--- config.mk ---
export PLATFORM = sky130hd
export DESIGN_NAME = log_line_keyword_classifier_unit_flat
export DESIGN_NICKNAME = d
export VERILOG_FILES = /design/src/llkc_pkg.sv /design/src/llkc_in_if.sv /design/src/llkc_out_if.sv /design/src/llkc_byte_cell.sv /design/src/llkc_line_tracker.sv /design/src/llkc_tally.sv /design/src/log_line_keyword_classifier_unit.sv /design/src/flat_wrapper.sv
export SDC_FILE = /design/constraint.sdc
export NUM_CORES = 1
export LEC_CHECK = 0
export BUFFER_PORTS_ARGS = -buffer_cell sky130_fd_sc_hd__buf_2
export CAP_MARGIN = 25
export CORE_MARGIN = 1.5
export CORE_UTILIZATION = 50
export CTS_CLUSTER_DIAMETER = 120
export DETAILED_ROUTE_END_ITERATION = 10
export PLACE_DENSITY_LB_ADDON = 0.25
export SYNTH_ARGS = -nofsm -noshare
export SYNTH_HDL_FRONTEND = slang
export SYNTH_SLANG_ARGS = --single-unit
--- constraint.sdc ---
create_clock -name clk_i -period 9.7 [get_ports clk_i]
set_input_delay 1.94 -clock clk_i [delete_from_list [all_inputs] [get_ports clk_i]]
set_output_delay 1.94 -clock clk_i [all_outputs]
set_load 0.01 [all_outputs]
--- src/llkc_pkg.sv ---
`timescale 1ns / 1ps

package llkc_pkg;

  localparam int unsigned MAX_LINE_CHARS_DEF = 2047;
  localparam int unsigned COUNT_WIDTH_DEF    = 32;

  localparam int unsigned NUM_KW     = 12;
  localparam int unsigned NUM_RULES  = 7;
  localparam int unsigned HIST_BYTES = 7;
  localparam int unsigned WIN_BITS   = 8 * (HIST_BYTES + 1);

  localparam logic [7:0] CHAR_NEWLINE = 8'h0A;
  localparam logic [7:0] CHAR_UPPER_A = 8'h41;
  localparam logic [7:0] CHAR_UPPER_Z = 8'h5A;
  localparam logic [7:0] CHAR_CASE    = 8'h20;

  // keyword text right-aligned, last character in the low byte
  localparam logic [WIN_BITS-1:0] KW_TEXT [NUM_KW] = '{
    64'h0000_0000_0069_3263,  // i2c
    64'h0000_0000_7265_6164,  // read
    64'h0000_0000_6661_696C,  // fail
    64'h0000_0070_726F_6265,  // probe
    64'h0000_0000_0063_7369,  // csi
    64'h0074_696D_656F_7574,  // timeout
    64'h0000_7374_7265_616D,  // stream
    64'h0000_0063_6C6F_636B,  // clock
    64'h0000_666F_726D_6174,  // format
    64'h6D69_736D_6174_6368,  // mismatch
    64'h0000_7365_6E73_6F72,  // sensor
    64'h0000_0000_0000_6964   // id
  };

  localparam logic [WIN_BITS-1:0] KW_MASK [NUM_KW] = '{
    64'h0000_0000_00FF_FFFF,
    64'h0000_0000_FFFF_FFFF,
    64'h0000_0000_FFFF_FFFF,
    64'h0000_00FF_FFFF_FFFF,
    64'h0000_0000_00FF_FFFF,
    64'h00FF_FFFF_FFFF_FFFF,
    64'h0000_FFFF_FFFF_FFFF,
    64'h0000_00FF_FFFF_FFFF,
    64'h0000_FFFF_FFFF_FFFF,
    64'hFFFF_FFFF_FFFF_FFFF,
    64'h0000_FFFF_FFFF_FFFF,
    64'h0000_0000_0000_FFFF
  };

  // keyword bit order: i2c read fail probe csi timeout stream clock
  //                    format mismatch sensor id
  localparam logic [NUM_KW-1:0] RULE_MASK [NUM_RULES] = '{
    12'b0000_0000_0111,
    12'b0000_0000_1100,
    12'b0000_0011_0000,
    12'b0000_0110_0000,
    12'b0000_1000_0100,
    12'b0011_0000_0000,
    12'b1100_0000_0000
  };

  typedef enum logic [2:0] {
    CLS_I2C_READ       = 3'd0,
    CLS_PROBE          = 3'd1,
    CLS_CSI_TIMEOUT    = 3'd2,
    CLS_STREAM_TIMEOUT = 3'd3,
    CLS_CLOCK          = 3'd4,
    CLS_FORMAT         = 3'd5,
    CLS_SENSOR_ID      = 3'd6,
    CLS_NONE           = 3'd7
  } class_e;

  typedef struct packed {
    logic shift;
    logic clear;
  } cell_ctl_t;

  typedef struct packed {
    logic   valid;
    class_e cls;
  } line_ev_t;

endpackage

--- src/llkc_in_if.sv ---
`timescale 1ns / 1ps

interface llkc_in_if;
  logic       valid;
  logic       ready;
  logic [7:0] text_byte;
  logic       stream_end;

  modport source (output valid, output text_byte, output stream_end, input ready);
  modport sink   (input valid, input text_byte, input stream_end, output ready);
endinterface

--- src/llkc_out_if.sv ---
`timescale 1ns / 1ps

interface llkc_out_if;
  logic        valid;
  logic        ready;
  logic [2:0]  issue_class;
  logic [31:0] class_total;
  logic [31:0] lines_total;
  logic [31:0] matched_total;

  modport source (output valid, output issue_class, output class_total,
                  output lines_total, output matched_total, input ready);
  modport sink   (input valid, input issue_class, input class_total,
                  input lines_total, input matched_total, output ready);
endinterface

--- src/llkc_byte_cell.sv ---
`timescale 1ns / 1ps

module llkc_byte_cell
  import llkc_pkg::*;
(
  input  logic       clk_i,
  input  logic       rst_ni,
  input  cell_ctl_t  ctl_i,
  input  logic [7:0] byte_i,
  output logic [7:0] byte_o
);

  logic [7:0] byte_q, byte_d;

  always_comb begin
    byte_d = byte_q;
    if (ctl_i.clear) begin
      byte_d = '0;
    end else if (ctl_i.shift) begin
      byte_d = byte_i;
    end
  end

  always_ff @(posedge clk_i or negedge rst_ni) begin
    if (!rst_ni) begin
      byte_q <= '0;
    end else begin
      byte_q <= byte_d;
    end
  end

  assign byte_o = byte_q;

endmodule

--- src/llkc_line_tracker.sv ---
`timescale 1ns / 1ps

module llkc_line_tracker
  import llkc_pkg::*;
#(
  parameter int unsigned MAX_LINE_CHARS = MAX_LINE_CHARS_DEF
) (
  input  logic       clk_i,
  input  logic       rst_ni,
  input  logic       accept_i,
  input  logic [7:0] text_byte_i,
  input  logic       stream_end_i,
  input  logic [7:0] hist_i [HIST_BYTES],
  output logic [7:0] fold_o,
  output cell_ctl_t  cell_ctl_o,
  output line_ev_t   ev_o
);

  localparam int unsigned LEN_W = $clog2(MAX_LINE_CHARS);

  logic [NUM_KW-1:0] seen_q, seen_d;
  logic [LEN_W-1:0]  len_q, len_d;
  logic              zero_q, zero_d;
  line_ev_t          ev_q, ev_d;

  logic [7:0]          fold;
  logic [WIN_BITS-1:0] win;
  logic                zero_now;
  logic [NUM_KW-1:0]   hits;
  logic [NUM_KW-1:0]   seen_next;
  logic                line_end;
  class_e              cls;

  // lower-case fold
  always_comb begin
    fold = text_byte_i;
    if (text_byte_i >= CHAR_UPPER_A && text_byte_i <= CHAR_UPPER_Z) begin
      fold = text_byte_i | CHAR_CASE;
    end
  end

  always_comb begin
    win[7:0] = fold;
    for (int k = 0; k < HIST_BYTES; k++) begin
      win[8*(k+1) +: 8] = hist_i[k];
    end
  end

  assign zero_now = zero_q || (fold == 8'h00);

  always_comb begin
    for (int k = 0; k < NUM_KW; k++) begin
      hits[k] = !zero_now && ((win & KW_MASK[k]) == KW_TEXT[k]);
    end
  end

  assign seen_next = seen_q | hits;
  assign line_end  = (fold == CHAR_NEWLINE) || stream_end_i ||
                     (len_q == LEN_W'(MAX_LINE_CHARS - 1));

  // first rule that holds wins
  always_comb begin
    cls = CLS_NONE;
    for (int r = NUM_RULES - 1; r >= 0; r--) begin
      if ((seen_next & RULE_MASK[r]) == RULE_MASK[r]) begin
        cls = class_e'(3'(r));
      end
    end
  end

  always_comb begin
    seen_d   = seen_q;
    len_d    = len_q;
    zero_d   = zero_q;
    ev_d     = '{valid: 1'b0, cls: cls};
    if (accept_i) begin
      if (line_end) begin
        seen_d     = '0;
        len_d      = '0;
        zero_d     = 1'b0;
        ev_d.valid = 1'b1;
      end else begin
        seen_d = seen_next;
        len_d  = len_q + 1'b1;
        zero_d = zero_now;
      end
    end
  end

  always_ff @(posedge clk_i or negedge rst_ni) begin
    if (!rst_ni) begin
      seen_q <= '0;
      len_q  <= '0;
      zero_q <= 1'b0;
      ev_q   <= '{valid: 1'b0, cls: CLS_NONE};
    end else begin
      seen_q <= seen_d;
      len_q  <= len_d;
      zero_q <= zero_d;
      ev_q   <= ev_d;
    end
  end

  assign fold_o     = fold;
  assign cell_ctl_o = '{shift: accept_i, clear: accept_i && line_end};
  assign ev_o       = ev_q;

endmodule

--- src/llkc_tally.sv ---
`timescale 1ns / 1ps

module llkc_tally
  import llkc_pkg::*;
#(
  parameter int unsigned COUNT_WIDTH = COUNT_WIDTH_DEF
) (
  input  logic     clk_i,
  input  logic     rst_ni,
  input  line_ev_t ev_i,
  output logic     room_o,
  llkc_out_if.source res_o
);

  localparam int unsigned DEPTH = 3;

  typedef struct packed {
    class_e      issue_class;
    logic [31:0] class_total;
    logic [31:0] lines_total;
    logic [31:0] matched_total;
  } result_t;

  function automatic logic [COUNT_WIDTH-1:0] sat_inc(input logic [COUNT_WIDTH-1:0] v);
    return (&v) ? v : v + 1'b1;
  endfunction

  logic [COUNT_WIDTH-1:0] line_q, line_d;
  logic [COUNT_WIDTH-1:0] match_q, match_d;
  logic [COUNT_WIDTH-1:0] cls_cnt_q [NUM_RULES];
  logic [COUNT_WIDTH-1:0] cls_inc;
  logic                   hit;

  result_t    mem_q [DEPTH];
  result_t    res;
  logic [1:0] wr_q, wr_d, rd_q, rd_d;
  logic [1:0] cnt_q, cnt_d;
  logic       push, pop;

  assign hit     = ev_i.valid && (ev_i.cls != CLS_NONE);
  assign cls_inc = (ev_i.cls != CLS_NONE) ? sat_inc(cls_cnt_q[ev_i.cls]) : '0;

  always_comb begin
    line_d  = line_q;
    match_d = match_q;
    if (ev_i.valid) begin
      line_d = sat_inc(line_q);
    end
    if (hit) begin
      match_d = sat_inc(match_q);
    end
  end

  always_comb begin
    res.issue_class   = ev_i.cls;
    res.class_total   = 32'(cls_inc);
    res.lines_total   = 32'(line_d);
    res.matched_total = 32'(match_d);
  end

  always_ff @(posedge clk_i or negedge rst_ni) begin
    if (!rst_ni) begin
      line_q  <= '0;
      match_q <= '0;
      for (int r = 0; r < NUM_RULES; r++) begin
        cls_cnt_q[r] <= '0;
      end
    end else begin
      line_q  <= line_d;
      match_q <= match_d;
      for (int r = 0; r < NUM_RULES; r++) begin
        if (hit && (ev_i.cls == class_e'(3'(r)))) begin
          cls_cnt_q[r] <= cls_inc;
        end
      end
    end
  end

  // three-entry result queue
  assign push = ev_i.valid;
  assign pop  = res_o.valid && res_o.ready;

  always_comb begin
    wr_d  = wr_q;
    rd_d  = rd_q;
    cnt_d = cnt_q;
    if (push) begin
      wr_d = (wr_q == 2'(DEPTH - 1)) ? 2'd0 : wr_q + 2'd1;
    end
    if (pop) begin
      rd_d = (rd_q == 2'(DEPTH - 1)) ? 2'd0 : rd_q + 2'd1;
    end
    case ({push, pop})
      2'b10:   cnt_d = cnt_q + 2'd1;
      2'b01:   cnt_d = cnt_q - 2'd1;
      default: cnt_d = cnt_q;
    endcase
  end

  always_ff @(posedge clk_i or negedge rst_ni) begin
    if (!rst_ni) begin
      wr_q  <= '0;
      rd_q  <= '0;
      cnt_q <= '0;
    end else begin
      wr_q  <= wr_d;
      rd_q  <= rd_d;
      cnt_q <= cnt_d;
    end
  end

  always_ff @(posedge clk_i) begin
    if (push) begin
      mem_q[wr_q] <= res;
    end
  end

  // queue entries plus the one in flight must leave a slot free
  assign room_o = ({1'b0, cnt_q} + {2'b00, ev_i.valid}) < 3'(DEPTH);

  assign res_o.valid         = (cnt_q != 2'd0);
  assign res_o.issue_class   = mem_q[rd_q].issue_class;
  assign res_o.class_total   = mem_q[rd_q].class_total;
  assign res_o.lines_total   = mem_q[rd_q].lines_total;
  assign res_o.matched_total = mem_q[rd_q].matched_total;

endmodule

--- src/log_line_keyword_classifier_unit.sv ---
`timescale 1ns / 1ps

// log line keyword classifier
// req_i carries one log byte per request (text_byte, stream_end flags the
// final byte of the log). res_o carries one result per line chunk: the class
// of the first keyword rule that holds (7 when none), that class's count, and
// the line and match counts, all saturating and shown as their low 32 bits.
// A chunk ends on a newline, on its MAX_LINE_CHARS-th byte or on stream_end.
// throughput: one byte per cycle while req_i.ready is high, set by the
// seven-cell byte history chain that shifts on every accepted request while
// the window is compared against all twelve keywords at once.
// the closing request's event is registered in the line tracker, then the
// counters and the queue entry are registered before the result is offered.
// results wait in a three-entry queue; while the receiver stalls, req_i.ready
// stays high until the queue and the line tracker's event register together
// hold three results, so bytes that close no line keep flowing meanwhile.
// reset clears the history, the keyword flags, the chunk state, all counters
// and the queue; the block takes requests as soon as reset is released.
module log_line_keyword_classifier_unit
  import llkc_pkg::*;
#(
  parameter int unsigned MAX_LINE_CHARS = MAX_LINE_CHARS_DEF,
  parameter int unsigned COUNT_WIDTH    = COUNT_WIDTH_DEF
) (
  input  logic clk_i,
  input  logic rst_ni,
  llkc_in_if.sink    req_i,
  llkc_out_if.source res_o
);

  logic       accept;
  logic       room;
  logic [7:0] fold;
  cell_ctl_t  cell_ctl;
  line_ev_t   ev;

  // history chain, cell 0 holds the byte just before the current one
  logic [7:0] hist [HIST_BYTES];

  assign req_i.ready = room;
  assign accept      = req_i.valid && room;

  // per-line keyword flags, chunk length and zero-byte mask
  llkc_line_tracker #(
    .MAX_LINE_CHARS (MAX_LINE_CHARS)
  ) u_tracker (
    .clk_i        (clk_i),
    .rst_ni       (rst_ni),
    .accept_i     (accept),
    .text_byte_i  (req_i.text_byte),
    .stream_end_i (req_i.stream_end),
    .hist_i       (hist),
    .fold_o       (fold),
    .cell_ctl_o   (cell_ctl),
    .ev_o         (ev)
  );

  // each cell hands its byte to the next one on every accepted request,
  // and the whole row clears at a chunk end
  for (genvar k = 0; k < HIST_BYTES; k++) begin : g_cell
    if (k == 0) begin : g_head
      llkc_byte_cell u_cell (
        .clk_i  (clk_i),
        .rst_ni (rst_ni),
        .ctl_i  (cell_ctl),
        .byte_i (fold),
        .byte_o (hist[k])
      );
    end else begin : g_body
      llkc_byte_cell u_cell (
        .clk_i  (clk_i),
        .rst_ni (rst_ni),
        .ctl_i  (cell_ctl),
        .byte_i (hist[k-1]),
        .byte_o (hist[k])
      );
    end
  end

  // counters and result queue
  llkc_tally #(
    .COUNT_WIDTH (COUNT_WIDTH)
  ) u_tally (
    .clk_i  (clk_i),
    .rst_ni (rst_ni),
    .ev_i   (ev),
    .room_o (room),
    .res_o  (res_o)
  );

endmodule
--- src/flat_wrapper.sv ---
// flat-port wrapper written by rule: the top's interface ports become plain ports
module log_line_keyword_classifier_unit_flat import llkc_pkg::*;
#(
  parameter int unsigned MAX_LINE_CHARS = MAX_LINE_CHARS_DEF,
  parameter int unsigned COUNT_WIDTH    = COUNT_WIDTH_DEF
)
  (clk_i, rst_ni, req_i_valid, req_i_text_byte, req_i_stream_end, req_i_ready, res_o_valid, res_o_issue_class, res_o_class_total, res_o_lines_total, res_o_matched_total, res_o_ready);
  llkc_in_if req_i_i ();
  llkc_out_if res_o_i ();
  input  logic clk_i;
  input  logic rst_ni;
  input wire logic [$bits(req_i_i.valid)-1:0] req_i_valid;
  input wire logic [$bits(req_i_i.text_byte)-1:0] req_i_text_byte;
  input wire logic [$bits(req_i_i.stream_end)-1:0] req_i_stream_end;
  output wire logic [$bits(req_i_i.ready)-1:0] req_i_ready;
  output wire logic [$bits(res_o_i.valid)-1:0] res_o_valid;
  output wire logic [$bits(res_o_i.issue_class)-1:0] res_o_issue_class;
  output wire logic [$bits(res_o_i.class_total)-1:0] res_o_class_total;
  output wire logic [$bits(res_o_i.lines_total)-1:0] res_o_lines_total;
  output wire logic [$bits(res_o_i.matched_total)-1:0] res_o_matched_total;
  input wire logic [$bits(res_o_i.ready)-1:0] res_o_ready;
  assign req_i_i.valid = req_i_valid;
  assign req_i_i.text_byte = req_i_text_byte;
  assign req_i_i.stream_end = req_i_stream_end;
  assign req_i_ready = req_i_i.ready;
  assign res_o_valid = res_o_i.valid;
  assign res_o_issue_class = res_o_i.issue_class;
  assign res_o_class_total = res_o_i.class_total;
  assign res_o_lines_total = res_o_i.lines_total;
  assign res_o_matched_total = res_o_i.matched_total;
  assign res_o_i.ready = res_o_ready;
  log_line_keyword_classifier_unit #(.MAX_LINE_CHARS(MAX_LINE_CHARS), .COUNT_WIDTH(COUNT_WIDTH)) u_core (.clk_i(clk_i), .rst_ni(rst_ni), .req_i(req_i_i), .res_o(res_o_i));
endmodule
# After elaboration in Yosys (flattened, before gate mapping)
# Memories as Yosys holds them, arrays and structs flattened.
# Cells that the tools add are included.
[totals]
n_memories = 1
output_inout_bits = 101
ramBits = 297
reg_bits = 378
[op_classes]
n_reduce_logical = 36
n_addsub = 9
magnitude_cmp = 4
n_eq_ne = 32
n_bitwise = 2
mux = 41
[mem_list]
columns = ["name", "depth", "width", "read_ports", "rd_ports_with_merged_regs", "write_ports", "line_no", "source"]
rows = [
  ["u_core.u_tally.mem_q", 3, 99, 1, 0, 1, "llkc_tally.sv:34", "result_t mem_q [DEPTH];"],
]
[ops]
columns = ["operator", "n"]
rows = [
  ["2-to-1 mux 32 bit", 8],
  ["== test 48 x 47 -> 1 bit, second input constant", 3],
  ["2-to-1 mux 8 bit", 14],
  ["adder 32 x 1 -> 32 bit, second input constant", 3],
  ["binary-select mux 32 bit (select 3 bit)", 1],
  ["AND reduction 32 bit", 3],
  ["== test 40 x 39 -> 1 bit, second input constant", 2],
  ["== test 32 x 31 -> 1 bit, second input constant", 2],
  ["== test 64 x 63 -> 1 bit, second input constant", 1],
  ["== test 56 x 55 -> 1 bit, second input constant", 1],
  ["== test 24 x 23 -> 1 bit, second input constant", 2],
  ["logical AND 1 bit", 24],
  ["== test 2 bit, second input constant", 9],
  ["== test 16 x 15 -> 1 bit, second input constant", 1],
  ["== test 3 bit, second input constant", 4],
  ["2-to-1 mux 12 bit", 1],
  ["2-to-1 mux 3 bit", 4],
  ["OR 12 bit", 1],
  ["adder 11 x 1 -> 11 bit, second input constant", 1],
  ["== test 11 bit, second input constant", 1],
  ["2-to-1 mux 11 bit", 1],
  ["== test 8 x 4 -> 1 bit, second input constant", 1],
  ["greater-or-equal comparator 8 x 7 -> 1 bit, second input constant", 1],
  ["less-or-equal comparator 8 x 7 -> 1 bit, second input constant", 1],
  ["19 further kinds", 34],
]

# Longest topological paths before layout
[depth]
depth_word = 16
depth_mapped = 15
ltp_nobuf = 10

# Cells and area by module
# Synthesis repeated with hierarchy kept, for this count alone.
[unflattened]
hier_cells = 2444
area_unflattened_um2 = 29460.8
[by_module_without_submodules]
columns = ["module", "seq_area_each_um2", "cells_each", "instances", "area_per_inst_um2"]
rows = [
  ["llkc_tally", 16275.6, 2019, 1, 25089.1],
  ["llkc_byte_cell", 200.2, 26, 7, 325.3],
  ["llkc_line_tracker", 704.4, 242, 1, 2088.3],
  ["log_line_keyword_classifier_unit", 0.0, 1, 1, 6.3],
]

# Least setup slack after synthesis
# OpenSTA, ideal clock, no wires.
[synth_timing]
path_type = "register to register"
startpoint = "register u_core.u_tracker.ev_q, in the netlist u_core.u_tracker.ev_o[3]"
endpoint = "memory u_core.u_tally.mem_q[1][0] in the netlist's numbering (enable)"
setup_slack_ns = 0.949
required_ns = 8.999
t_arrival_ns = 8.050
period_less_slack_ns = 8.751
setup_time_ns = 0.701
path_stages_with_launch = 4
path_cell_list = "dfrtp_1 clkbuf_1 inv_1 nor3b_1"
[synth_via]
elab_chain_len = 2
[synth_rtl]
columns = ["item", "line_no", "source"]
rows = [
  ["start, declared", "llkc_line_tracker.sv:24", "line_ev_t ev_q, ev_d;"],
  ["start signal, assigned", "llkc_line_tracker.sv:95", "ev_q <= '{valid: 1'b0, cls: CLS_NONE};"],
  ["start signal, assigned", "llkc_line_tracker.sv:100", "ev_q <= ev_d;"],
  ["2-to-1 mux 1 bit", "llkc_tally.sv:113", "if (push) begin"],
  ["2-to-1 mux 1 bit (not written as such)", "llkc_tally.sv:114", "mem_q[wr_q] <= res;"],
  ["end, declared", "llkc_tally.sv:34", ""],
]
# Every way passes these cells.

# Final worst setup path
[layout_timing]
startpoint = "register u_core.u_tracker.ev_q, in the netlist u_core.u_tracker.ev_o[1]"
endpoint = "memory u_core.u_tally.mem_q[1][82] in the netlist's numbering, data pin"
[layout_via]
elab_chain_len = 7
[layout_rtl]
columns = ["item", "line_no", "source"]
rows = [
  ["NOT 3 -> 4 bit (not written as such)", "llkc_tally.sv:41", "assign cls_inc = (ev_i.cls != CLS_NONE) ? sat_inc(cls_cnt_q[ev_i.cls]) : '0;"],
  ["binary-select mux 32 bit (select 3 bit)", "llkc_tally.sv:41", ""],
  ["2-to-1 mux 32 bit (not written as such) (2 in series)", "llkc_tally.sv:41", ""],
  ["adder 32 x 1 -> 32 bit / AND reduction 32 bit (equally long branches)", "llkc_tally.sv:25", "return (&v) ? v : v + 1'b1;"],
  ["2-to-1 mux 32 bit", "llkc_tally.sv:25", ""],
  ["2-to-1 mux 32 bit (*)", "llkc_tally.sv:41", ""],
  ["via u_core.u_tally.cls_inc[18]", "llkc_tally.sv:31", "logic [COUNT_WIDTH-1:0] cls_inc;"],
]
# Mark *: on every way through the listed nets, which the timed path passes. The rest lies on a longest branch. The select of a mux whose other input is x is not followed.

==> reports/metrics.cfg <==
[sta]
finalCritPeriodShare_pct=58.4
maxSlewViolCount=0
post-route-worst-setup-slack_ns=4.04
worst_slew_pin_slew_ns=1.03
whs_ns=0.477
rsz0062_at_grt=false
min_period_ns=5.66
max_freq_mhz=177
hold_viol_final=0
final-setup-viol-count=0
fin_tns_setup_ns=0
fin_skew_ns=0.0275
maxSlewHeadroom_pct=30.9

[place]
port_buffers=113
dp.cells=3318
dp_hpwl_mm=41.0
post-place-ws_ns=4.24
place_congestion=0.869
postPlaceCellArea_sq_um=30600

[route]
drcViolationCount=0
viasPerCell=5.67
routed_wl_mm=66.1
drt_iter0_drc=1365
dr_total_vias=19573
dr.pass1.iters=5
wl_per_cell_um=19.2
antenna_left=0

[clock_network]
h-tree-depth=3
cts_root_buf=clkbuf_16
clockBufferDepth=3
path_clk_slew_ns=0.06
numClockSinks=675
postCtsSetupRepairBufs=0
insertion_delay_ns=0.61
tritoncts=yes
hold_buffers=0
cts_resized=0
numCtsBuffers=69

[cells_and_area]
synthToLayoutAreaGrowth_pct=12.9
final_core_util_pct=57.4
final_area_sq_um=33300
final_nets=2648
fillers=4705
diodes=0
layout-drive-gt1-share_pct=12.5
fin_cells=3449

[synthesis]
ys_ff_latch=675
synthArstFlopShare_pct=56.0
synth_largest_area_cell=dfrtp_1
yosysMostFrequentCell=nand2_1
synth_edf_count=297
syn_inst=2552
syn-cell-area_sq_um=29400
ys_types=87
syn_nets=2573
yosysSeqAreaShare_pct=62.4
ys.flop_type=dfrtp_1
synth_area_leaders=dfrtp_1 (32%), edfxtp_1 (30%), mux2i_1 (6.7%), nand2_1 (6.4%), o21ai_0 (4.8%)
yosys.area.top_type_share_pct=31.9
yosys-top-cells-count=nand2_1 (503), dfrtp_1 (375), edfxtp_1 (297)
syn_area_per_cell_sq_um=11.5
yosysWarnings=0

[grt]
grt_start_max_net_pins=120
grt_pass1_vias=19191
gr-usage-all-layers_pct=22.2
overflow=0
grt_first_pass_wirelength_mm=106
grt_antenna_before_repair=0

[power_and_ir_drop]
power.switching_mw=2.18
p_seq_share_pct=45.0
fin_total_pwr_mw=7.69
ir_drop_mv=0.168
pwr-share-comb_pct=16.8
pwr_density_cell_nw_per_um2=231
clock_power_share_pct=38.2
switching_share_pct=28.3
p_leak_nw=13.6
p_int_mw=5.51

[hold_path]
hold_class=flip-flop to flip-flop

[floorplanning]
initial_core_util_pct=50.8
die_x_um=246
io_pins=114
rows=88
coreArea_sq_um=57900
die-area_sq_um=60400
fp.dieH_um=246

[critical_path]
cp-start-kind=flip-flop
path_buf_inv=2
cp.arrival_ns=5.98
worstSetupEndpointType=flip-flop
cp_max_fo=57
path_class=flip-flop to flip-flop
cp.required_ns=10.02
crit_top_cell=and3_1
cp_cell_sequence=buf_4 > mux2i_1 > a22o_1 > a31oi_2 > ha_1 > and3_1 > and3_1 > nand4_1 > a2111oi_1 > xor2_1 > inv_1
slowest_delay_ns=1.13
cpMaxStageDelayCell=dfstp_4
cp_top_family=compound AO/OA/AOI/OAI gates

[flow_run]
max-cap-violations=0

[outcome]
status=completed

cell usage in the layout, fill, tap and decap left out, types with 7 or more instances in the layout:
cell	synthesis	final
a21oi_1	25	25
a22o_1	8	8
a22oi_1	16	16
a31oi_1	21	21
and2_1	21	20
and3_1	17	17
and4_1	10	10
buf_2	8	112
buf_4	4	31
bufinv_16	0	15
clkbuf_1	107	9
clkbuf_16	0	71
clkinv_2	0	11
dfrtp_1	375	373
edfxtp_1	297	297
ha_1	8	8
inv_1	66	66
mux2i_1	196	196
nand2_1	503	499
nand3_1	48	44
nand4_1	32	32
nand4b_1	7	7
nor2_1	77	76
nor2b_1	12	12
nor3_1	27	26
nor4_1	11	11
o21ai_0	281	281
o21ai_1	93	93
o221ai_1	16	16
o31ai_1	9	8
or3_1	8	8
xnor2_1	67	67
xor2_1	20	20
sequential cells by signal (all words and copies together), names as in the netlist, 4 cells and up:
| register | flops |
|---|---|
| u_core.u_tally.mem_q | 297 |
| u_core.u_tally.cls_cnt_q | 224 |
| u_core.g_cell.g_body.u_cell.byte_o | 48 |
| u_core.u_tally.line_q | 32 |
| u_core.u_tally.match_q | 32 |
| u_core.u_tracker.seen_q | 12 |
| u_core.u_tracker.len_q | 11 |
| u_core.g_cell.g_head.u_cell.byte_o | 8 |
| u_core.u_tracker.ev_o | 4 |
cell type report:
type | instances | area [sq um] | share of cell area (%)
inverter | 66 | 248 | 0.745
sequential | 675 | 18400 | 55.3
multi-input combinational | 1668 | 10200 | 30.7
clock inverter | 43 | 678 | 2.04
clock buffer | 85 | 1880 | 5.65
tap | 765 | 957 | 2.88
timing repair buffer | 147 | 891 | 2.68
worst register-to-register path, stage by stage, from the launching register on:
cell and delay (ns):
dfstp_4 1.13, buf_4 0.95, mux2i_1 0.23, a22o_1 0.29, a31oi_2 0.28, ha_1 0.25, and3_1 0.18, and3_1 0.20
nand4_1 0.38, a2111oi_1 0.84, xor2_1 0.49, inv_1 0.16
power groups by stage:
stage	clock (mW)	combinational, mW	sequential, mW
2_1_floorplan	0	0.857	3.41
3_5_place_dp	0	1.31	3.52
4_1_cts	2.99	1.31	3.46
3_3_place_gp	0	1.29	3.51
5_1_grt	3.11	1.44	3.49
6_report	2.93	1.29	3.46
kinds of logic (layout without fill, tap and decap cells):
logic type,count (synthesis),after routing,share of synthesized area [%]
compound gates,537,537,11.3
xor+xnor,93,93,2.92
fa+ha+maj,8,8,0.340
buf+inv,209,341,3.14
flops,675,675,62.4
mux,199,199,6.78
simple gates,831,831,13.1
routing by layer:
metal  vias up  share of wire [%]  track usage (%)
met5         -                  0                0
met4         0                2.0             6.30
met3        95                4.4             3.03
met2       488                 49             37.9
met1      9692                 44             29.6
li1       9298                  -                -
path summary, 6_finish.rpt:
check,start,end,slack [ns],cells after the start
worst max-delay path,u_core.u_tracker.ev_o[1],u_core.u_tally.mem_q[1][82],4.04,11
worst min-delay path,u_core.u_tally.cls_cnt_q[72],u_core.u_tally.cls_cnt_q[72],0.48,2
worst max register to register,u_core.u_tracker.ev_o[1],u_core.u_tally.mem_q[1][82],4.04,11
worst min register to register,u_core.u_tally.cls_cnt_q[72],u_core.u_tally.cls_cnt_q[72],0.48,2
max in group asynchronous,rst_ni,u_core.u_tally.cls_cnt_q[167],6.51,4
min in group asynchronous,rst_ni,u_core.g_cell[2].g_body.u_cell.byte_o[0],1.39,1
(Power assumes the default switching activity.)
